<file path="src/rtl/cdr_pkg.sv">
package cdr_pkg;

  localparam logic [1:0] OP_PUSH_FRONT = 2'd0;
  localparam logic [1:0] OP_PUSH_BACK  = 2'd1;
  localparam logic [1:0] OP_POP_FRONT  = 2'd2;
  localparam logic [1:0] OP_POP_BACK   = 2'd3;

  localparam logic [1:0] ST_DONE  = 2'd0;
  localparam logic [1:0] ST_FULL  = 2'd1;
  localparam logic [1:0] ST_EMPTY = 2'd2;
  localparam logic [1:0] ST_MODE  = 2'd3;

  localparam logic [1:0] MODE_FREE   = 2'd0;
  localparam logic [1:0] MODE_IN_RES = 2'd1;
  localparam logic [1:0] MODE_OUT_RES = 2'd2;

  localparam int WordW = 32;

  typedef struct packed {
    logic load;
    logic exec;
  } cmd_t;

endpackage

</file>
<file path="src/rtl/cdr_ctrl.sv">
module cdr_ctrl
  import cdr_pkg::*;
(
  input  logic clk,
  input  logic rst,
  input  logic in_valid,
  output logic in_stall,
  output logic out_valid,
  input  logic out_stall,
  output cmd_t cmd
);

  typedef enum logic [2:0] {
    S_IDLE = 3'b001,
    S_EXEC = 3'b010,
    S_OUT  = 3'b100
  } state_t;

  state_t state, state_next;

  always_comb begin
    state_next = state;
    case (state)
      S_IDLE: begin
        if (in_valid) state_next = S_EXEC;
      end
      S_EXEC: begin
        state_next = S_OUT;
      end
      S_OUT: begin
        if (!out_stall) state_next = S_IDLE;
      end
      default: begin
        state_next = S_IDLE;
      end
    endcase
  end

  always_ff @(posedge clk) begin
    if (rst) begin
      state <= S_IDLE;
    end else begin
      state <= state_next;
    end
  end

  assign in_stall  = (state != S_IDLE);
  assign out_valid = (state == S_OUT);
  assign cmd.load  = (state == S_IDLE) && in_valid;
  assign cmd.exec  = (state == S_EXEC);

  a_accept_then_exec: assert property (@(posedge clk) disable iff (rst)
    cmd.load |=> cmd.exec)
    else $error("accepted item not executed next cycle");

  a_exec_then_out: assert property (@(posedge clk) disable iff (rst)
    cmd.exec |=> out_valid)
    else $error("result not presented after execute");

  a_no_accept_while_busy: assert property (@(posedge clk) disable iff (rst)
    (out_valid || cmd.exec) |-> in_stall)
    else $error("input open while an item is in flight");

endmodule

</file>
<file path="src/rtl/cdr_dpath.sv">
module cdr_dpath
  import cdr_pkg::*;
#(
  parameter int DEPTH = 8
) (
  input  logic                    clk,
  input  logic                    rst,
  input  cmd_t                    cmd,
  input  logic [1:0]              op,
  input  logic signed [WordW-1:0] push_value,
  input  logic                    cfg_we,
  input  logic [1:0]              cfg_data,
  output logic [1:0]              status,
  output logic signed [WordW-1:0] pop_value,
  output logic                    now_full,
  output logic                    now_empty
);

  localparam int AW = (DEPTH > 1) ? $clog2(DEPTH) : 1;
  localparam logic [AW-1:0] LastPos = AW'(DEPTH - 1);

  logic signed [WordW-1:0] mem [DEPTH];
  logic signed [WordW-1:0] rd_data;
  logic signed [WordW-1:0] val_q;
  logic [1:0]    op_q;
  logic [1:0]    mode;
  logic [AW-1:0] head, head_next;
  logic [AW-1:0] tail, tail_next;
  logic          empty_q, empty_next;
  logic [1:0]    status_q, st_c;
  logic          pop_ok, pop_ok_c;
  logic          wr_en;
  logic [AW-1:0] wr_addr, rd_addr;
  logic [AW-1:0] tail_inc, head_inc, head_dec, tail_dec;
  logic          full_c, refused_mode, is_push;

  assign tail_inc = (tail == LastPos) ? '0 : tail + AW'(1);
  assign head_inc = (head == LastPos) ? '0 : head + AW'(1);
  assign head_dec = (head == '0) ? LastPos : head - AW'(1);
  assign tail_dec = (tail == '0) ? LastPos : tail - AW'(1);
  assign full_c   = !empty_q && (tail_inc == head);

  assign refused_mode = (op_q == OP_PUSH_FRONT && mode == MODE_IN_RES) ||
                        (op_q == OP_POP_BACK && mode == MODE_OUT_RES);
  assign is_push = (op_q == OP_PUSH_FRONT) || (op_q == OP_PUSH_BACK);

  always_comb begin
    head_next  = head;
    tail_next  = tail;
    empty_next = empty_q;
    st_c       = ST_DONE;
    pop_ok_c   = 1'b0;
    wr_en      = 1'b0;
    wr_addr    = '0;
    rd_addr    = head;
    if (refused_mode) begin
      st_c = ST_MODE;
    end else if (is_push) begin
      if (full_c) begin
        st_c = ST_FULL;
      end else if (empty_q) begin
        // first word always lands at position zero
        head_next  = '0;
        tail_next  = '0;
        empty_next = 1'b0;
        wr_en      = 1'b1;
      end else if (op_q == OP_PUSH_FRONT) begin
        head_next = head_dec;
        wr_en     = 1'b1;
        wr_addr   = head_dec;
      end else begin
        tail_next = tail_inc;
        wr_en     = 1'b1;
        wr_addr   = tail_inc;
      end
    end else begin
      if (empty_q) begin
        st_c = ST_EMPTY;
      end else begin
        pop_ok_c = 1'b1;
        rd_addr  = (op_q == OP_POP_FRONT) ? head : tail;
        if (head == tail) begin
          head_next  = '0;
          tail_next  = '0;
          empty_next = 1'b1;
        end else if (op_q == OP_POP_FRONT) begin
          head_next = head_inc;
        end else begin
          tail_next = tail_dec;
        end
      end
    end
  end

  // latch the accepted item
  always_ff @(posedge clk) begin
    if (cmd.load) begin
      op_q  <= op;
      val_q <= push_value;
    end
  end

  always_ff @(posedge clk) begin
    if (rst) begin
      head    <= '0;
      tail    <= '0;
      empty_q <= 1'b1;
      mode    <= MODE_FREE;
    end else begin
      if (cmd.exec) begin
        head    <= head_next;
        tail    <= tail_next;
        empty_q <= empty_next;
      end
      if (cfg_we) mode <= cfg_data;
    end
  end

  always_ff @(posedge clk) begin
    if (cmd.exec) begin
      status_q <= st_c;
      pop_ok   <= pop_ok_c;
    end
  end

  always_ff @(posedge clk) begin
    if (cmd.exec && wr_en) mem[wr_addr] <= val_q;
    if (cmd.exec) rd_data <= mem[rd_addr];
  end

  assign status    = status_q;
  assign pop_value = pop_ok ? rd_data : '0;
  assign now_empty = empty_q;
  assign now_full  = full_c;

  a_empty_at_origin: assert property (@(posedge clk) disable iff (rst)
    empty_q |-> (head == '0 && tail == '0))
    else $error("empty deque with indices off origin");

  a_refused_holds: assert property (@(posedge clk) disable iff (rst)
    (cmd.exec && st_c != ST_DONE) |=>
      ($stable(head) && $stable(tail) && $stable(empty_q)))
    else $error("refused operation changed state");

  a_push_fills: assert property (@(posedge clk) disable iff (rst)
    (cmd.exec && is_push && st_c == ST_DONE) |=> !empty_q)
    else $error("deque empty after a done push");

endmodule

</file>
<file path="src/rtl/circular_deque_restricted_top.sv">
// Double-ended queue of DEPTH 32-bit words in a circular store.
// Input channel (in_valid / in_stall): op selects push front, push back,
// pop front or pop back; push_value is the word stored by a push. An item
// is taken when in_valid is high and in_stall is low.
// Output channel (out_valid / out_stall): one result per item with status,
// pop_value (zero unless a pop succeeded), now_full and now_empty.
// Configuration channel (cfg_valid / cfg_ready / cfg_data) writes the
// restriction mode: 0 free, 1 no front push, 2 no back pop, 3 acts as 0.
// Write it only while no item is in flight.
// Timing: an item is accepted, executed in the next cycle (one memory
// access and the index update), and its result is shown the cycle after.
// No new item is taken until the result of the last has been delivered.
// While out_stall is high the result holds and no new item is taken.
// Reset empties the deque and clears the mode; store contents are left.
module circular_deque_restricted_top
  import cdr_pkg::*;
#(
  parameter int DEPTH = 8
) (
  input  logic                    clk,
  input  logic                    rst,
  input  logic                    in_valid,
  output logic                    in_stall,
  input  logic [1:0]              op,
  input  logic signed [WordW-1:0] push_value,
  output logic                    out_valid,
  input  logic                    out_stall,
  output logic [1:0]              status,
  output logic signed [WordW-1:0] pop_value,
  output logic                    now_full,
  output logic                    now_empty,
  input  logic                    cfg_valid,
  output logic                    cfg_ready,
  input  logic [1:0]              cfg_data
);

  cmd_t cmd;

  assign cfg_ready = 1'b1;

  cdr_ctrl u_ctrl (
    .clk       (clk),
    .rst       (rst),
    .in_valid  (in_valid),
    .in_stall  (in_stall),
    .out_valid (out_valid),
    .out_stall (out_stall),
    .cmd       (cmd)
  );

  cdr_dpath #(
    .DEPTH (DEPTH)
  ) u_dpath (
    .clk        (clk),
    .rst        (rst),
    .cmd        (cmd),
    .op         (op),
    .push_value (push_value),
    .cfg_we     (cfg_valid && cfg_ready),
    .cfg_data   (cfg_data),
    .status     (status),
    .pop_value  (pop_value),
    .now_full   (now_full),
    .now_empty  (now_empty)
  );

endmodule
</file>
<file path="config.mk">
export PLATFORM = sky130hd
export DESIGN_NAME = circular_deque_restricted_top
export DESIGN_NICKNAME = d
export VERILOG_FILES = /design/src/rtl/cdr_pkg.sv /design/src/rtl/cdr_ctrl.sv /design/src/rtl/cdr_dpath.sv /design/src/rtl/circular_deque_restricted_top.sv
export SDC_FILE = /design/constraint.sdc
export NUM_CORES = 1
export LEC_CHECK = 0
export BUFFER_PORTS_ARGS = -buffer_cell sky130_fd_sc_hd__buf_4
export CORE_ASPECT_RATIO = 0.5
export CORE_MARGIN = 5
export CORE_UTILIZATION = 42
export DETAILED_ROUTE_END_ITERATION = 10
export GPL_TIMING_DRIVEN = 0
export SYNTH_ARGS = -nofsm -noshare
export SYNTH_HDL_FRONTEND = slang
export SYNTH_SLANG_ARGS = --single-unit
</file>
<file path="constraint.sdc">
create_clock -name clk -period 4.3 [get_ports clk]
set_clock_uncertainty 0.05 [all_clocks]
set_input_delay 0.43 -clock clk [delete_from_list [all_inputs] [get_ports clk]]
set_output_delay 0.43 -clock clk [all_outputs]
set_load 0.005 [all_outputs]
</file>
; ---- After elaboration in Yosys (flattened, before gate mapping)
; Memories as Yosys holds them, arrays and structs flattened. A register that Yosys moved wholly into a read port is not among the register bits.
; Index checks and enable logic that the tools add are counted.
[totals]
regBits = 49
in_bits = 41
n_memories = 1
ramBits = 256
wordCells = 96
[classes]
addsub = 4
reduce_logical = 17
muxes = 44
n_bitwise = 1
n_eq_ne = 20
[mem_list]
columns = name, depth, width, read_ports, rd_ports_with_merged_regs, write_ports, line
row1 = u_dpath.mem, 8, 32, 1, 1, 1, cdr_dpath.sv:22  ; logic signed [WordW-1:0] mem [DEPTH];
[ops]
columns = op, n
row1 = $mux W3, 29
row2 = $mux W32, 1
row3 = $reduce_and A6 Y1, 2
row4 = $mux W1, 11
row5 = $eq A3 B3 Y1 const B, 3
row6 = $ne A3 B2 Y1 const B, 3
row7 = $pmux W3 S3, 1
row8 = $ne A2 B2 Y1 const B, 4
row9 = $add A3 B1 Y3 const B, 2
row10 = $eq A2 B2 Y1 const B, 3
row11 = $eq A3 B3 Y1, 2
row12 = $logic_not A3 Y1, 2
row13 = $sub A3 B1 Y3 const B, 2
row14 = $logic_and A1 B1 Y1, 5
row15 = $eq A2 B1 Y1 const B, 2
row16 = $mux W2, 2
row17 = $eq A3 B1 Y1 const B, 1
row18 = $eq A3 B2 Y1 const B, 1
row19 = $ne A3 B1 Y1 const B, 1
row20 = $reduce_and A3 Y1, 1
row21 = $reduce_bool A3 Y1, 1
row22 = $logic_not A2 Y1, 1
row23 = $logic_or A1 B1 Y1, 2
row24 = $reduce_and A2 Y1, 1
row25 = 3 further kinds, 3

; ---- Logic depth before layout (Yosys ltp)
[logic_depth]
ltp_word = 10
mapped_depth = 10

; ---- Modules after synthesis
; From an unflattened synthesis, not the netlist that was laid out.
[unflattened]
hier_cells = 1119
hier_area_um2 = 15115.7
[by_module_without_submodules]
columns = mod, seq_area_each_um2, instances, area_each_um2, cells_each
row1 = cdr_dpath, 9939.5, 1, 14950.6, 1102
row2 = cdr_ctrl, 60.1, 1, 153.9, 15
row3 = circular_deque_restricted_top, 0.0, 1, 11.3, 2

; ---- Worst setup path before layout
; OpenSTA, ideal clock, no wires.
[synth_path]
path_type = flip-flop to flip-flop
startpoint = reg u_dpath.head[0]
endpoint = mem u_dpath.mem[2][0], enable pin
n_path_buf = 3
path_stages_with_launch = 11
setup_time_ps = 461
arrival_ps = 4179
required_time_ps = 3789
synth_period_minus_slack_ps = 4690
slack_ps = -390
path_cell_list = dfxtp_1 -> buf_2 -> inv_1 -> clkbuf_1 -> clkbuf_1 -> ha_1 -> nor2b_1 -> o21ai_0 -> a21oi_1 -> or3_1 -> nor3_1
[synth_via]
elab_chain_cells = 8
elab_cells_between_ends = 16
cone_classes = 1 x add/sub / 1 x eq/ne / 11 x mux / 3 x reduce/logical
[synth_rtl]
columns = item, line
row1 = from (decl), cdr_dpath.sv:27  ; logic [AW-1:0] head, head_next;
row2 = from (signal assigned), cdr_dpath.sv:111  ; head <= head_next;
row3 = branches (longest 8 deep; another with $sub A3 B1 Y3), --
row4 = to (decl), cdr_dpath.sv:22
; Parallel ways; which one is timed is not known.

; ---- Final worst setup path
[layout_path]
startpoint = reg u_dpath.head[0]
endpoint = mem u_dpath.mem[4][9], enable pin
; Same word-level chain as after synthesis.

==> flow_summary.json <==
{
  "status": "finished, final reports clean",
  "syn_area_per_cell_sq_um": 13.6,
  "crit_slowest_cell": "nor2_4",
  "hold_viol": 0,
  "cts_buffers": 31,
  "cp_data_required_time_ns": 4.52,
  "power_density_nw_per_um2": 369,
  "synthTopCellsByArea": "edfxtp_1 65%, mux2_2 4.2%, a311oi_1 3.8%",
  "nNetsFinal": 1328,
  "finalNonFillerCells": 1788,
  "ys_ff_latch": 337,
  "yosysUniqueCellTypes": 53,
  "num_antenna_cells": 0,
  "setup_viol": 0,
  "synth_edf_count": 325,
  "cts_buffer_depth": 3,
  "vias": 10500,
  "relSlewSlack": 0.256,
  "firstDrtPassIters": 6,
  "min_path_type": "primary input to register",
  "synth_top_area_cell": "edfxtp_1",
  "yosysMostFrequentCell": "edfxtp_1",
  "port_buffers": 78,
  "rows": 49,
  "grtUsageTotal": 0.199,
  "cp_cell_sequence": "buf_2 -> inv_1 -> clkbuf_1 -> clkbuf_2 -> ha_1 -> nor3_1 -> nand3b_1 -> a21o_1 -> or3_1 -> nor2_4 -> buf_16",
  "critPathMaxStageDelay_ns": 0.57,
  "grt_max_degree": 20,
  "drv_cap": 0,
  "path_delay_family": "buffers and inverters",
  "worstSetupPathType": "register to register",
  "min_period_ns": 4.08,
  "die_y_microns": 144,
  "grt_setup_unrepaired": "false",
  "core_sq_um": 35700,
  "postSynth.asyncResetShare": 0,
  "ant_nets": 0,
  "synth_common_cells": "325 x edfxtp_1, 134 x nand2_1, 73 x a21oi_1",
  "layout.area.seq_sq_um": 10000,
  "antenna_found_initial": 0,
  "worstSetupStartpointType": "register",
  "maxSlewViolCount": 0,
  "endpoint_kind": "register",
  "synth-seq-area-share": 0.664,
  "pin_count": 80,
  "fin_util": 0.504,
  "htreeDepth": 1,
  "wl_per_cell_microns": 22.8,
  "wirelength_mm": 40.8,
  "drive_gt1_frac": 0.206,
  "clk_pin_slew_worst_paths_ns": 0.06,
  "power.leakage_nw": 5.99,
  "ff2ff_setup_slack_ns": 0.22,
  "fp.dieW_microns": 278,
  "yosysTopAreaCellShare": 0.648,
  "routabilityCongestion": 0.867,
  "layout_setup_ws_ns": 0.221,
  "drc": 0,
  "overflow": 0,
  "grt_pass1_vias": 10500,
  "hpwl_mm": 27.9,
  "path_max_fanout": 17,
  "path_buf_inv": 5,
  "syn_nets": 1160,
  "cts.sinks": 337,
  "clkLatencyLatePin_ns": 0.57,
  "syn_area_sq_um": 15100,
  "area_growth_pct": 19.5,
  "start_util": 0.422,
  "yosys_most_used_dff": "edfxtp_1",
  "placed_cells": 1691,
  "worst_slew_pin_slew_ns": 1.11,
  "multiInputGateArea_sq_um": 4630,
  "n_fill_cell": 3048,
  "pre_cts_ws_ns": -0.172,
  "die_area_sq_um": 40000,
  "finalCritPeriodShare": 0.949,
  "totalPowerFinal_mw": 6.64,
  "peakVddDrop_uv": 224,
  "cts_tree": "done",
  "viasPerCell": 5.89,
  "cts_root_buf": "clkbuf_16",
  "crit_arrival_ns": 4.30,
  "drt-initial-drc-count": 1185,
  "synthCells": 1111,
  "grt_pass1_wl_mm": 62.3,
  "max_freq_mhz": 245,
  "synth_warnings": 0
}
==> worst paths after layout <==
check	from	depth (start not counted)	to
max	u_dpath.head[0]$_SDFFE_PP0P_	11	u_dpath.mem[4][9]$_DFFE_PP_
min	cfg_data[1]	3	u_dpath.mode[1]$_SDFFE_PP0P_
max reg2reg	u_dpath.head[0]$_SDFFE_PP0P_	11	u_dpath.mem[4][9]$_DFFE_PP_
min reg2reg	u_ctrl.state[2]$_SDFFE_PP0P_	2	u_ctrl.state[0]$_SDFFE_PP1P_
==> repair_timing <==
action | in CTS | in global routing
setup endpoints to repair | 37 | 21
resized for setup | 4 | 1
endpoints found under the hold margin | 36 | 0
buffers inserted | 0 | 4
hold buffers | 35 | 0
==> logic make-up (layout without fill, tap and decap cells) <==
family,Yosys count,after routing,share of synthesized area
simple gates,286,286,0.0952
compound gates,296,296,0.144
mux,71,71,0.0525
xor+xnor,6,6,0.00349
flops,337,337,0.664
buf+inv,106,299,0.0337
other cells,1,1,0.000249
fa+ha+maj,8,8,0.00665
==> tightest hold or removal path: stages <==
cell and delay, ns:
buf_4 0.08, mux2i_1 0.06, nor2_1 0.08
==> cells in the final DEF, fill, tap and decap left out, types with 5 or more instances in the layout <==
master,n
mux2i_1,7
nor2_4,5
edfxtp_1,325
dlygate4sd3_1,35
clkbuf_16,31
ha_1,8
mux2_2,56
mux2_1,8
a21oi_1,73
a211oi_1,69
a311oi_1,66
inv_1,9
buf_4,89
nand2b_1,68
nand2_1,134
clkbuf_1,48
o22ai_1,32
buf_2,43
buf_16,6
clkinv_1,8
dfxtp_1,12
nor2_1,11
buf_6,14
o21ai_0,7
nor3_1,7
and2_1,32
nor3_4,5
xor2_1,5
a221o_1,32
==> stage by stage <==
stage	cell area (sq um)	hold slack [ns]	TNS, ns
2_1_floorplan	15100	0.432	-49.25
3_3_place_gp	16300	0.453	-623.98
3_5_place_dp	16600	0.473	-3.12
4_1_cts	18000	0.0358	0
5_1_grt	18000	0.0667	0
6_report	18000	0.0567	0
==> cell type report <==
type | count | share of cell area
buffer | 96 | 0.0262
clock buffer | 42 | 0.0454
clock inverter | 16 | 0.00855
inverter | 10 | 0.00209
multi-input combinational | 668 | 0.258
sequential | 337 | 0.556
tap | 484 | 0.0337
timing repair buffer | 135 | 0.0708
==> report_power, final <==
part	internal [mW]	switching, mW	total, mW
clock	1.51	1.18	2.69
combinational	0.110	0.143	0.254
sequential	3.65	0.0487	3.70
total	5.27	1.38	6.64
==> flip-flops by register name (all words and copies together) (netlist names) <==
register	cells
u_ctrl.state	3
u_dpath.head	3
u_dpath.mem	256
u_dpath.mode	2
u_dpath.now_empty	1
u_dpath.op_q	2
u_dpath.pop_ok	1
u_dpath.rd_data	32
u_dpath.status	2
u_dpath.tail	3
u_dpath.val_q	32
==> per-layer routing <==
layer / track usage / part of all wire / vias to the layer above
li1: - / - / 4678
met1: 0.287 / 0.45 / 5318
met2: 0.317 / 0.45 / 471
met3: 0.0326 / 0.070 / 66
met4: 0.0522 / 0.023 / 0
met5: 0 / 0 / -
Note: power is estimated with default switching activity, not from simulation.
